--- src/design/mrfc_pkg.sv ---
// Shared types and constants for the Modbus RTU frame checker.
// No dependencies; every other design file imports this package.
`default_nettype none

package mrfc_pkg;

   localparam logic [15:0] CRC_INIT = 16'hFFFF;
   localparam logic [15:0] CRC_POLY = 16'hA001;
   localparam int unsigned COUNT_W = 3;

   // Byte count thresholds, saturating at the minimum frame length.
   localparam logic [COUNT_W-1:0] MIN_FRAME_LEN = 3'd4;
   localparam logic [COUNT_W-1:0] FN_CODE_POS = 3'd1;
   localparam logic [COUNT_W-1:0] CRC_FEED_POS = 3'd2;

   typedef enum logic [1:0] {
      STATUS_OK        = 2'd0,
      STATUS_SHORT     = 2'd1,
      STATUS_BAD_FN    = 2'd2,
      STATUS_CRC_ERROR = 2'd3
   } status_type;

   typedef struct packed {
      status_type  status;
      logic [15:0] computed_crc;
      logic [15:0] trailer_crc;
   } rsp_type;

endpackage

`default_nettype wire

--- src/design/mrfc_crc_step.sv ---
// One-byte update of the reflected CRC-16 (polynomial 0xA001), unrolled.
// Depends on mrfc_pkg.
`default_nettype none

module mrfc_crc_step (
   input  wire logic [15:0] crc_cur,
   input  wire logic [7:0]  data,
   output logic      [15:0] crc_next
);
   import mrfc_pkg::*;

   always_comb begin
      logic [15:0] acc;
      acc = crc_cur ^ {8'h00, data};
      for (int k = 0; k < 8; k++) begin
         if (acc[0]) begin
            acc = (acc >> 1) ^ CRC_POLY;
         end else begin
            acc = acc >> 1;
         end
      end
      crc_next = acc;
   end

endmodule

`default_nettype wire

--- src/design/mrfc_frame_core.sv ---
// Frame state (CRC, held bytes, byte count, function code) and the checks
// made on the final byte. Depends on mrfc_pkg and mrfc_crc_step.
`default_nettype none

module mrfc_frame_core (
   input  wire logic             clock,
   input  wire logic             reset,
   input  wire logic             accept,
   input  wire logic [7:0]       data_byte,
   input  wire logic             last_byte,
   output logic                  result_valid,
   output mrfc_pkg::rsp_type     result
);
   import mrfc_pkg::*;

   logic [15:0]        crc_ff, crc_in;
   logic [7:0]         older_ff, older_in;
   logic [7:0]         newer_ff, newer_in;
   logic [COUNT_W-1:0] count_ff, count_in;
   logic [7:0]         fn_code_ff, fn_code_in;
   logic [15:0]        crc_fed;

   mrfc_crc_step u_crc_step (
      .crc_cur  (crc_ff),
      .data     (older_ff),
      .crc_next (crc_fed)
   );

   function automatic logic fn_code_standard(input logic [7:0] fc);
      logic ok;
      case (fc)
         8'd1, 8'd2, 8'd3, 8'd4, 8'd5, 8'd6, 8'd15, 8'd16: ok = 1'b1;
         default: ok = 1'b0;
      endcase
      return ok;
   endfunction

   always_comb begin
      logic [15:0]        crc_upd;
      logic [COUNT_W-1:0] count_upd;
      logic [7:0]         fn_upd;

      // The held older byte is two positions behind the incoming one.
      crc_upd   = (count_ff >= CRC_FEED_POS) ? crc_fed : crc_ff;
      fn_upd    = (count_ff == FN_CODE_POS) ? data_byte : fn_code_ff;
      count_upd = (count_ff < MIN_FRAME_LEN) ? count_ff + 1'b1 : count_ff;

      result.computed_crc = crc_upd;
      result.trailer_crc  = {data_byte, newer_ff};
      if (count_upd < MIN_FRAME_LEN) begin
         result.status = STATUS_SHORT;
      end else if (!fn_code_standard(fn_upd)) begin
         result.status = STATUS_BAD_FN;
      end else if (crc_upd != {data_byte, newer_ff}) begin
         result.status = STATUS_CRC_ERROR;
      end else begin
         result.status = STATUS_OK;
      end
      result_valid = accept && last_byte;

      crc_in     = crc_ff;
      older_in   = older_ff;
      newer_in   = newer_ff;
      count_in   = count_ff;
      fn_code_in = fn_code_ff;
      if (accept) begin
         if (last_byte) begin
            crc_in     = CRC_INIT;
            older_in   = '0;
            newer_in   = '0;
            count_in   = '0;
            fn_code_in = '0;
         end else begin
            crc_in     = crc_upd;
            older_in   = newer_ff;
            newer_in   = data_byte;
            count_in   = count_upd;
            fn_code_in = fn_upd;
         end
      end
   end

   always_ff @(posedge clock) begin
      if (reset) begin
         crc_ff     <= CRC_INIT;
         older_ff   <= '0;
         newer_ff   <= '0;
         count_ff   <= '0;
         fn_code_ff <= '0;
      end else begin
         crc_ff     <= crc_in;
         older_ff   <= older_in;
         newer_ff   <= newer_in;
         count_ff   <= count_in;
         fn_code_ff <= fn_code_in;
      end
   end

endmodule

`default_nettype wire

--- config.mk ---
export PLATFORM = sky130hd
export DESIGN_NAME = mrfc_frame_core
export DESIGN_NICKNAME = d
export VERILOG_FILES = /design/src/design/mrfc_pkg.sv /design/src/design/mrfc_crc_step.sv /design/src/design/mrfc_frame_core.sv
export SDC_FILE = /design/constraint.sdc
export NUM_CORES = 1
export LEC_CHECK = 0
export BUFFER_PORTS_ARGS = -buffer_cell sky130_fd_sc_hd__buf_2
export CORE_ASPECT_RATIO = 1.75
export CORE_UTILIZATION = 57
export CTS_CLUSTER_DIAMETER = 50
export CTS_CLUSTER_SIZE = 16
export DETAILED_ROUTE_END_ITERATION = 12
export PLACE_DENSITY_LB_ADDON = 0.12
export SYNTH_ARGS = -nofsm -noshare
export SYNTH_HDL_FRONTEND = slang
export SYNTH_SLANG_ARGS = --single-unit
--- constraint.sdc ---
create_clock -name clock -period 3 [get_ports clock]
set_input_delay 0.6 -clock clock [delete_from_list [all_inputs] [get_ports clock]]
set_output_delay 0.6 -clock clock [all_outputs]
set_load 0.03 [all_outputs]
After elaboration in Yosys (flattened, before gate mapping)
Memory sizes are Yosys's and may differ from the RTL's.
Index checks and enable logic that the tools add are counted.
{"block": "classes", "shifts": 0, "order_cmp": 3, "bitwise": 9, "n_addsub": 1, "div_mod_pow": 0, "n_mul": 0, "n_reduce_logical": 2, "mux": 21, "n_eq_ne": 2}
{"op": "two-way mux 16 bit", "count": 10}
{"op": "two-way mux 8 bit", "count": 4}
{"op": "NOT 2 -> 3 bit", "count": 8}
{"op": "!= test 16 bit", "count": 1}
{"op": "XOR 16 x 8 -> 16 bit", "count": 1}
{"op": "less-than comparator 3 bit (second input constant)", "count": 2}
{"op": "two-way mux 2 bit", "count": 3}
{"op": "two-way mux 3 bit", "count": 2}
{"op": "adder 3 x 1 -> 3 bit (second input constant)", "count": 1}
{"op": "equality test 3 x 1 -> 1 bit (second input constant)", "count": 1}
{"op": "greater-or-equal comparator 3 x 2 -> 1 bit (second input constant)", "count": 1}
{"op": "zero test 3 bit", "count": 1}
{"op": "two-way mux 1 bit", "count": 2}
{"op": "logical AND 1 bit", "count": 1}
{"block": "word_totals", "latch_bits": 0, "ramBits": 0, "out_inout_bits": 35, "romBits": 32, "register_bits": 43, "memories": 1}
{"name": "(no name shown)", "words": 32, "width": 1, "rd": 1, "rd_ports_with_merged_regs": 0, "write_ports": 0, "line_no": "mrfc_frame_core.sv:31", "rtl": "case (fc)"}

Logic depth before layout (Yosys ltp)
Gate-level depths: netlist of the first run.
{"block": "logic_depth", "ltp_word": 22, "depth_mapped": 9, "ltp_nobuf": 7}

Cells and area by module
A second synthesis of the first run with hierarchy kept.
{"block": "hier_totals", "cells_unflattened": 325, "hier_area_um2": 2728.9}
{"module": "mrfc_frame_core", "area_per_inst_um2": 2444.8, "cells_per_inst": 296, "n_inst": 1}
{"module": "mrfc_crc_step", "area_per_inst_um2": 284.0, "cells_per_inst": 29, "n_inst": 1}

Worst setup path after synthesis of the first run
OpenSTA, ideal clock, no wires.
{"block": "synth_timing", "kind": "flip-flop to output port", "from": "register older_ff[0]", "to": "output result[33] (netlist bit)", "setup_slack_ns": -0.307, "n_path_buf": 0, "stages_incl_launch_ff": 8, "required_time_ns": 2.400, "arrival_ns": 2.707, "path_cell_list": "dfxtp_1 > xnor2_1 > xor2_1 > xnor3_2 > xnor3_1 > a21oi_4 > xnor2_1 > a31oi_1"}
{"item": "from (decl)", "line_no": "mrfc_frame_core.sv:17", "rtl": "logic [7:0] older_ff, older_in;"}
{"item": "from (signal assigned)", "line_no": "mrfc_frame_core.sv:92", "rtl": "older_ff <= older_in;"}
{"item": "to (decl)", "line_no": "mrfc_frame_core.sv:12", "rtl": "output mrfc_pkg::rsp_type result"}

==> reports/qor.yml, run 1 <==
status: "finished, violations left"
violations: "negative setup slack"
io_pins: 47
r2r_end: "crc_ff[0]$_SDFFE_PP1P_"
wl_um: 8320
synth_area_leaders: "dfxtp_1, xnor2_1, xnor3_1"
port_buffers: 46
critical_path.slowest_cell: "xnor3_1"
crit_path_end_kind: "output port"
start_util_pct: 60.2
synth_top_area_share_pct: 30.1
synthMuxAreaShare_pct: 3.85
ys_ff_latch: 43
critPathRequiredTime_ns: 2.40
max_stage_delay_ns: 0.40
crit_chain: "xnor2_4 > buf_6 > xnor3_1 > xnor3_2 > nor3_2 > a211oi_2 > o31ai_1 > nand4b_1 > buf_6"
fin_crit_sh_pct: 103
max_freq_ghz: 0.323
num-nets-final: 422
busiest_layer: "met2"
met2_usage_pct: 57.3
final-hold-violation-count: 0
grt.overflow.total: 0
antenna_found_initial: 0
dp_hpwl_um: 5910
ys.flop_type: "dfxtp_1"
synth_area_leader_cell: "dfxtp_1"
synthCells: 341
grtUsageMet3_pct: 4.84
htreeDepth: 2
die_h_um: 95.7
yosys-top-cells-count: "dfxtp_1, nor2_1, nand2_1, a21oi_1, xnor2_1"
core_um2: 4750
syn_nets: 355
synthDistinctLibCells: 53
holdPathEnd: "older_ff[1]$_SDFFE_PP0P_"
hold_path_class: "reg2reg"
fin_skew_ns: 0.00723
clk_pin_slew_ns: 0.08
gp_congestion: 1.03
ant_nets: 0
rrSetupSlack_ns: 0.81
synth-xor-area-share_pct: 18.6
crit_buf_inv: 2
drc_errors: 0
num_vias: 2693
netlist_area_um2: 2860
tns_ns: -0.210
pre_cts_ws_ns: -0.0295
start_kind: "register"
cts.sinks: 43
path_max_fanout: 4
synth_fa_ha_area_share_pct: 0.875
synth_top_family_by_area: "simple AND/OR/NAND/NOR gates"
r2r-start: "crc_ff[2]$_SDFFE_PP1P_"
cts_root_buf: "clkbuf_8"
holdWs_ns: 0.495
grt_usage_pct: 32.2
max-cap-violations: 0
grt_max_degree: 29
period_needed_ns: 3.10
grt_pass1_vias: 2540
clockBufferDepth: 2
numCtsBuffers: 5
drt_iter0_markers: 184
yosysWarnings: 0
slew_violations: 0
hold_path.startpoint: "older_ff[1]$_SDFFE_PP0P_"
drive_gt1_share_pct: 33.7
synth_compound_area_share_pct: 16.6
diodes: 0
worstSetupPathType: "reg2out"
crit_arrival_ns: 2.50
tightest_slew_ns: 0.549
slew-limit-headroom_pct: 63.2
async_flop_share_pct: 0
reg2reg_depth: 10
avgRoutedWirePerCell_um: 18.0
power_density_nw_per_um2: 366
dr.pass1.iters: 4
p_leak_nw: 1.55
cts_tree: "done"
floorplan.die.width_um: 55.6
synth-simple-area-share_pct: 23.9
yosysMostFrequentCell: "dfxtp_1"
hold_depth: 2
globalRouteMet1Util_pct: 35.8
synth-edff-count: 0
routed_via_density: 5.84
cpLargestDelayFamily: "XOR/XNOR gates"
ir_drop_mv: 0.347
rows: 33
area_growth_pct: 26.1
avgSynthCellArea_um2: 8.39
crit_top_cell: "buf_6"
layout_setup_ws_ns: -0.0958
grt_pass1_wl_um: 12900
clock_latency_ns: 0.31
rsz0062_at_grt: "true"
seq_area_frac_synth_pct: 30.1
die-area_um2: 5320
hold_buffers: 0
setup_viol: 3
[flip-flops by register name, indices dropped and copies added, names as in the netlist]
name / count
count_ff: 3
older_ff: 8
crc_ff: 16
newer_ff: 8
fn_code_ff: 8
[per-stage QoR]
| step | cell area, µm² | utilization (%) | total power, mW | instances |
|---|---|---|---|---|
| floorplan | 2880 | - | 0.827 | 341 |
| global placement | 3200 | 67.5 | 0.904 | 432 |
| detailed placement | 3200 | 67.5 | 0.907 | 432 |
| CTS | 3470 | 73.1 | 1.30 | 452 |
| global route | 3610 | 76.0 | 1.37 | 461 |
| finish | 3610 | 76.0 | 1.32 | 461 |
[layout make-up]
cell class / count / area (µm²)
clock buffer: 6 / 72.6
clock inverter: 2 / 12.5
fill: 367 / 1140
inverter: 9 / 33.8
multi-input combinational: 260 / 1950
sequential: 43 / 882
tap: 52 / 65.1
timing repair buffer: 89 / 589
[routing by layer]
| layer | vias up | part of all wire [%] |
|---|---|---|
| met5 | - | 0 |
| met4 | 0 | 4.4 |
| met3 | 29 | 4.0 |
| met2 | 90 | 53 |
| met1 | 1263 | 39 |
| li1 | 1311 | - |
[cell families (layout without fill, tap and decap cells)]
kind of cell | Yosys count | after routing
AO/OA/AOI/OAI | 73 | 73
XOR/XNOR | 39 | 39
adder cells (fa/ha/maj) | 2 | 2
buffers and inverters | 38 | 106
flip-flops | 43 | 43
multiplexers | 11 | 11
AND/OR/NAND/NOR | 135 | 135
[power breakdown]
| group | switching [mW] | internal, mW |
|---|---|---|
| Sequential | 0.0188 | 0.583 |
| Clock | 0.211 | 0.163 |
| Combinational | 0.188 | 0.155 |
[worst max path at each step]
stage | startpoint | to | slack [ns] | cells past startpoint
3_5_place_dp | data_byte[7] | result[33] | -0.03 | 10
2_1_floorplan | count_ff[2]$_SDFFE_PP0P_ | result[32] | 0.002 | 9
5_1_grt | crc_ff[2]$_SDFFE_PP1P_ | result[32] | -0.19 | 9
4_1_cts | older_ff[1]$_SDFFE_PP0P_ | result[32] | -0.06 | 9
6_report | crc_ff[2]$_SDFFE_PP1P_ | result[32] | -0.1 | 9
3_3_place_gp | data_byte[7] | result[33] | 0.01 | 10
[tightest hold or removal path: cells and delay by family (launching register included)]
family          cells  cell delay (ns)
flops               1             0.34
simple gates        1             0.07
compound gates      1             0.05
[layout by cell type, fill, tap and decap left out, types with 8 or more instances in the layout]
master / count
nand2b_1: 12
nor2_1: 37
nand2_1: 29
buf_2: 42
nand3b_1: 10
a21oi_1: 28
nor2b_1: 11
inv_1: 9
dfxtp_2: 14
mux2i_1: 11
o21ai_0: 9
xnor2_1: 15
nand3_1: 8
buf_4: 40
a22oi_1: 8
dfxtp_1: 28
[what timing repair did]
| item | in CTS | in global routing |
|---|---|---|
| hold endpoints to repair | 0 | 0 |
| pin swaps | 9 | 11 |
| setup endpoints to repair | 3 | 3 |
| gates cloned | 0 | 0 |
| setup buffers | 12 | 9 |
| resized for setup | 28 | 18 |
Power figures use the tool's default switching activity.
==> run 2: changes to the inputs <==
--- a/config.mk
+++ b/config.mk
@@ -7,11 +7,12 @@
 export LEC_CHECK = 0
 export BUFFER_PORTS_ARGS = -buffer_cell sky130_fd_sc_hd__buf_2
 export CORE_ASPECT_RATIO = 1.75
-export CORE_UTILIZATION = 57
+export CORE_UTILIZATION = 56
 export CTS_CLUSTER_DIAMETER = 50
 export CTS_CLUSTER_SIZE = 16
 export DETAILED_ROUTE_END_ITERATION = 12
-export PLACE_DENSITY_LB_ADDON = 0.12
+export PLACE_DENSITY = 0.83
 export SYNTH_ARGS = -nofsm -noshare
 export SYNTH_HDL_FRONTEND = slang
+export SYNTH_HIERARCHICAL = 1
 export SYNTH_SLANG_ARGS = --single-unit
==> run 2 against run 1 <==
The run still ends with negative setup slack left. Critical path depth up 2. Non-clock buffer count shrank 9. Cell count fell by 5.4%. Design area fell by 4.9%. Core utilization decreased by 2.5 points. Combinational power rose by 23%. Sequential power increased by 2%. First-iteration DRC count fell by 51%. Synthesized cell count fell by 4.7%. Synthesized area shrank 4.6%.
==> reports/qor.yml, run 2 <==
setup_viol: 3  # unchanged
clockBufferDepth: 2  # unchanged
period_needed_ns: 3.53  # +0.432 ns
status: "finished, violations left"
ir_drop_mv: 0.458  # +32%
r2r_end: "crc_ff[0]$_SDFFE_PP1P_"
largest_reg_flops: 16  # unchanged
synth-edff-count: 0  # unchanged
hold_path.startpoint: "fn_code_ff[0]$_SDFFE_PP0P_"
worstSetupPathType: "reg2out"
fin_skew_ns: 0.00433  # -0.00290 ns
placed_area_um2: 3070  # -4.2%
start_util_pct: 58.5  # -1.7 points
rrSetupSlack_ns: 0.66  # -0.15 ns
num-nets-final: 397  # -5.9%
synthCells: 325  # -4.7%
io_pins: 47  # unchanged
wl_um: 8290  # -0.30%
fin_util_pct: 73.5  # -2.5 points
pwr-share-comb_pct: 27.7  # +1.7 points
slew_violations: 0  # unchanged
drt_iter0_markers: 91  # -51%
fin_crit_sh_pct: 118  # +14 points
hold_buffers: 0  # unchanged
port_buffers: 46  # unchanged
final_cell_mix: "nor2_1, buf_2, dfxtp_1, buf_4, nand2_1"
drc_errors: 0  # unchanged
rsz0062_at_grt: "true"
clock_latency_ns: 0.31  # about the same
netlist_area_um2: 2730  # -4.6%
numCtsBuffers: 5  # unchanged
routed_via_density: 6.10  # +4.5%
layout_setup_ws_ns: -0.528  # -0.432 ns
avgRoutedWirePerCell_um: 19.0  # +5.4%
synth_area_leader_cell: "dfxtp_1"
ys.flop_type: "dfxtp_1"
switching_share_pct: 32.2  # +0.47 points
p_switching_mw: 0.490  # +17%
path_max_fanout: 2  # -2
hold_path_class: "reg2reg"
synth_area_leaders: "dfxtp_1, xnor2_1, nor2_1"
reg2reg_depth: 10  # unchanged
tns_ns: -1.10  # -0.894 ns
r2r-start: "older_ff[0]$_SDFFE_PP0P_"
final-hold-violation-count: 0  # unchanged
crit_path_end_kind: "output port"
cts.sinks: 43  # unchanged
dp_cells: 419  # -3.0%
max_freq_ghz: 0.283  # -12%
synthDistinctLibCells: 49  # -7.5%
final_cell_area_um2: 3430  # -4.9%
antenna_found_initial: 0  # unchanged
yosys-top-cells-count: "nor2_1, dfxtp_1, nand2_1, xnor2_1"
async_flop_share_pct: 0  # unchanged
yosysWarnings: 6  # +6
die-area_um2: 5170  # -2.8%
num-fill-cells: 333  # -9.3%
violations: "negative setup slack"
avgSynthCellArea_um2: 8.40  # +0.10%
pre_cts_ws_ns: -0.105  # -0.0754 ns
area_growth_pct: 25.7
p_int_mw: 1.03  # +15%
dr.pass1.iters: 4  # unchanged
die_h_um: 94.3  # -1.4%
drive_gt1_share_pct: 36.5  # +2.7 points
yosysMostFrequentCell: "nor2_1"
ant_nets: 0  # unchanged
diodes: 0  # unchanged
ys_ff_latch: 43  # unchanged
dp_hpwl_um: 5230  # -12%
p_seq_share_pct: 40.2  # -5.4 points
cts_root_buf: "clkbuf_8"
start_kind: "register"
syn_nets: 339  # -4.5%
hold_depth: 2  # unchanged
p_clk_share_pct: 32.1  # +3.7 points
floorplan.die.width_um: 54.8  # -1.4%
core_um2: 4670  # -1.7%
gp_congestion: 0.879  # -15%
holdWs_ns: 0.502  # +0.00699 ns
grt.overflow.total: 0  # unchanged
num_vias: 2661  # -1.2%
p_leak_nw: 1.44  # -6.7%
grt_pass1_vias: 2694  # +6.1%
htreeDepth: 2  # unchanged
slew-limit-headroom_pct: 55.8  # -7.3 points
grt_pass1_wl_um: 12800  # -1.1%
rows: 33  # unchanged
clk_pin_slew_ns: 0.09  # about the same
grt_usage_pct: 34.9  # +2.7 points
instances_no_fill: 436  # -5.4%
power_mw: 1.52  # +16%
critPathRequiredTime_ns: 2.40  # about the same
seq_area_frac_synth_pct: 31.5  # +1.4 points
crit_arrival_ns: 2.93  # +0.43 ns
synth_top_area_share_pct: 31.5  # +1.4 points
tightest_slew_ns: 0.662  # +0.113 ns
holdPathEnd: "fn_code_ff[0]$_SDFFE_PP0P_"
top_register: "crc_ff"
cts_tree: "done"
max-cap-violations: 0  # unchanged
power_density_nw_per_um2: 444  # +22%
grt_max_degree: 35  # +21%
layout_commonest_cell: "nor2_1"
==> run 2: changes by cell type after synthesis, moves of 6 or more <==
cell / change
a2111o_1: +6
mux2i_1: -6
nor2_1: +11
mux2_2: +10
nand2b_1: -8
xor2_1: +12
a21oi_1: -12
xnor3_1: -6
clkbuf_1: -7
nand3b_1: -10
==> run 2: critical path, cell delays in order, from the launching register on <==
cell and delay [ns]:
dfxtp_2 0.35, xnor2_2 0.14, buf_4 0.16, xnor2_4 0.13, xnor2_2 0.26, xnor3_1 0.42, mux2_4 0.31, xor2_2 0.16
nor4_2 0.21, nand3_1 0.13, o22a_2 0.21, buf_6 0.13
==> run 2: what timing repair did <==
| item | in CTS | in global routing |
|---|---|---|
| setup buffers | 8 | 1 |
| setup endpoints to repair | 2 | 3 |
| pin swaps | 17 | 4 |
| cloned | 0 | 0 |
| resized for setup | 25 | 9 |
==> run 2: power groups by stage <==
stage	sequential, mW	clock (mW)	combinational [mW]
3_5_place_dp	0.622	0	0.340
4_1_cts	0.611	0.483	0.389
5_1_grt	0.615	0.509	0.445
6_report	0.613	0.489	0.423
2_1_floorplan	0.625	0	0.238
3_3_place_gp	0.621	0	0.333
==> run 2: worst max-delay path by stage <==
stage | startpoint | end | slack [ns] | depth (start not counted)
2_1_floorplan | older_ff[2]$_SDFFE_PP0P_ | result[33] | 0.009 | 9
6_report | older_ff[0]$_SDFFE_PP0P_ | result[33] | -0.53 | 11
3_5_place_dp | older_ff[2]$_SDFFE_PP0P_ | result[33] | -0.10 | 10
4_1_cts | older_ff[0]$_SDFFE_PP0P_ | result[33] | -0.44 | 13
3_3_place_gp | older_ff[0]$_SDFFE_PP0P_ | result[33] | -0.03 | 12
5_1_grt | older_ff[0]$_SDFFE_PP0P_ | result[33] | -0.61 | 13
==> run 2: cells by family (layout without fill, tap and decap cells) <==
logic type                 Yosys count  after routing  share of synthesized area [%]
and+or+nand+nor                    121            121                           20.4
AOI/OAI and AO/OA                   60             60                           16.3
DFF                                 43             43                           31.5
xor gates and xnor gates            41             41                           14.5
buffers and inverters               39             98                           7.98
muxes                               19             19                           8.44
adders and majority gates            2              2                          0.917
==> run 2: per-layer routing <==
| layer | track usage (%) | vias up | share of wire, % |
|---|---|---|---|
| met4 | 25.6 | 0 | 6.6 |
| li1 | - | 1225 | - |
| met5 | 0 | - | 0 |
| met1 | 37.0 | 1235 | 35 |
| met2 | 55.8 | 146 | 51 |
| met3 | 9.50 | 55 | 6.9 |
==> run 2: layout make-up <==
class / count / area [µm²] / share of cell area (%)
tap: 52 / 65.1 / 1.90
clock buffer: 6 / 82.6 / 2.41
sequential: 43 / 870 / 25.4
clock inverter: 2 / 35.0 / 1.02
timing repair buffer: 80 / 512 / 14.9
inverter: 10 / 37.5 / 1.09
multi-input combinational: 243 / 1830 / 53.3
==> run 3: changes to the inputs <==
--- a/config.mk
+++ b/config.mk
@@ -7,6 +7,7 @@
 export LEC_CHECK = 0
 export BUFFER_PORTS_ARGS = -buffer_cell sky130_fd_sc_hd__buf_2
 export CORE_ASPECT_RATIO = 1.75
+export CORE_MARGIN = 2
 export CORE_UTILIZATION = 56
 export CTS_CLUSTER_DIAMETER = 50
 export CTS_CLUSTER_SIZE = 16
==> run 3 against run 2 <==
The flow still finishes with violations (negative setup slack). Maximum frequency is 2.7% higher. Design area decreased by 1.8%. Critical path type unchanged. Non-clock buffer count fell by 5. Highest routed layer unchanged.
==> reports/qor.yml, run 3 (synthesized netlist as in run 2, its figures left out) <==
critical_path.slowest_cell: "dfxtp_2"
num-fill-cells: 337  # +1.2%
area_growth_pct: 23.4
cts_tree: "done"
hold_path_class: "reg2reg"
grt_pass1_wl_um: 12300  # -3.8%
crit_path_end_kind: "output port"
violations: "negative setup slack"
avgRoutedWirePerCell_um: 19.2  # +0.93%
max-cap-violations: 0  # unchanged
p_leak_nw: 1.40  # -3.2%
path_max_fanout: 2  # unchanged
clockBufferDepth: 2  # unchanged
tightest_slew_ns: 0.670  # +0.00755 ns
diodes: 0  # unchanged
gp_congestion: 0.890  # +1.3%
dp_hpwl_um: 5430  # +3.9%
numCtsBuffers: 5  # unchanged
routed_via_density: 6.23  # +2.1%
num-nets-final: 392  # -1.3%
cts_root_buf: "clkbuf_8"
drt_iter0_markers: 158  # +74%
final-hold-violation-count: 0  # unchanged
multi_input_area_um2: 1840  # +0.82%
start_util_pct: 58.0  # -0.51 points
wl_um: 8270  # -0.23%
final_cell_area_um2: 3370  # -1.8%
fin_skew_ns: 0.00797  # +0.00364 ns
rsz0062_at_grt: "true"
rows: 33  # unchanged
grt_pass1_vias: 2575  # -4.4%
grt.overflow.total: 0  # unchanged
grt_usage_pct: 29.5  # -5.4 points
seq_area_um2: 872  # +0.29%
cpLargestDelayFamily: "XOR/XNOR gates"
critPathRequiredTime_ns: 2.40  # about the same
clk_pin_slew_ns: 0.09  # about the same
crit_arrival_ns: 2.83  # -0.10 ns
core_um2: 4710  # +0.88%
start_kind: "register"
rrSetupSlack_ns: 0.79  # +0.13 ns
crit_chain: "xor2_2 > xnor2_2 > xnor2_2 > buf_4 > xnor3_1 > mux2_4 > xor2_1 > nor4_2 > nand3_1 > o22a_2 > buf_4"
grt_max_degree: 35  # unchanged
slew-limit-headroom_pct: 55.3  # -0.50 points
num_vias: 2686  # +0.94%
instances_no_fill: 431  # -1.1%
die-area_um2: 5470  # +5.8%
htreeDepth: 2  # unchanged
fin_crit_sh_pct: 114  # -3.1 points
floorplan.die.width_um: 56.8  # +3.7%
io_pins: 47  # unchanged
power_density_nw_per_um2: 415  # -6.5%
clock_latency_ns: 0.31  # about the same
largest_reg_flops: 16  # unchanged
dp_cells: 417  # -0.48%
placed_area_um2: 3050  # -0.49%
final_cell_mix: "nor2_1, buf_2, dfxtp_1, nand2_1, buf_4"
ant_nets: 0  # unchanged
ir_drop_mv: 0.356  # -22%
die_h_um: 96.3  # +2.1%
top_register: "crc_ff"
period_needed_ns: 3.43  # -0.0942 ns
max_stage_delay_ns: 0.34  # -0.08 ns
port_buffers: 46  # unchanged
setup_viol: 2  # -1
drc_errors: 0  # unchanged
layout_commonest_cell: "nor2_1"
crit_buf_inv: 2  # unchanged
max_freq_ghz: 0.291  # +2.7%
layout_setup_ws_ns: -0.434  # +0.0942 ns
drive_gt1_share_pct: 35.9  # -0.57 points
status: "finished, violations left"
dr.pass1.iters: 4  # unchanged
slew_violations: 0  # unchanged
cts.sinks: 43  # unchanged
antenna_found_initial: 0  # unchanged
worstSetupPathType: "reg2out"
-- run 3: path summary, 6_finish.rpt --
check / startpoint / to / depth (start not counted)
hold reg to reg: fn_code_ff[4]$_SDFFE_PP0P_ / fn_code_ff[4]$_SDFFE_PP0P_ / 2
setup reg to reg: crc_ff[3]$_SDFFE_PP1P_ / crc_ff[0]$_SDFFE_PP1P_ / 9
setup / recovery: crc_ff[3]$_SDFFE_PP1P_ / result[33] / 11
hold / removal: fn_code_ff[4]$_SDFFE_PP0P_ / fn_code_ff[4]$_SDFFE_PP0P_ / 2
-- run 3: layer usage --
layer	wire (µm)	global-route usage (%)	up-vias
li1	-	-	1209
met1	2970	31.2	1292
met2	4280	52.7	139
met3	512	4.30	46
met4	503	21.1	0
met5	0	0	-
-- run 3: area by class of cell --
type | count | share of cell area [%]
flip-flops and latches | 43 | 25.9
inverters | 10 | 1.11
clock inverters | 3 | 0.595
multi-input cells | 243 | 54.7
well taps | 52 | 1.93
repair buffers | 75 | 13.7
clock buffers | 5 | 2.04
-- run 3: timing repair --
item | 4_1_cts | 5_1_grt
pin swaps | 13 | 8
setup buffers | 4 | 2
resized for setup | 25 | 8
hold buffers | 0 | 0
endpoints found under the setup margin | 2 | 2
-- run 3: through the flow --
| stage | hold slack (ns) | worst slack [ns] | setup TNS, ns | util (%) | power (mW) |
|---|---|---|---|---|---|
| after floorplan | 0.453 | 0.00853 | 0 | - | 0.863 |
| after global placement | 0.464 | -0.0914 | -0.179 | 64.9 | 0.955 |
| after detailed placement | 0.478 | -0.154 | -0.301 | 64.9 | 0.964 |
| after CTS | 0.494 | -0.334 | -0.637 | 70.1 | 1.36 |
| after global routing | 0.533 | -0.526 | -1.02 | 71.5 | 1.44 |
| final | 0.498 | -0.434 | -0.845 | 71.5 | 1.40 |
-- run 3: worst min-delay path, cell delays in order, from the launching register on --
cell and delay (ns):
dfxtp_1 0.34, a21oi_1 0.06, nor2_1 0.07
-- run 3: where the power goes --
part | switching (mW) | internal, mW
registers | 0.0249 | 0.588
logic | 0.239 | 0.168
clock network | 0.217 | 0.162
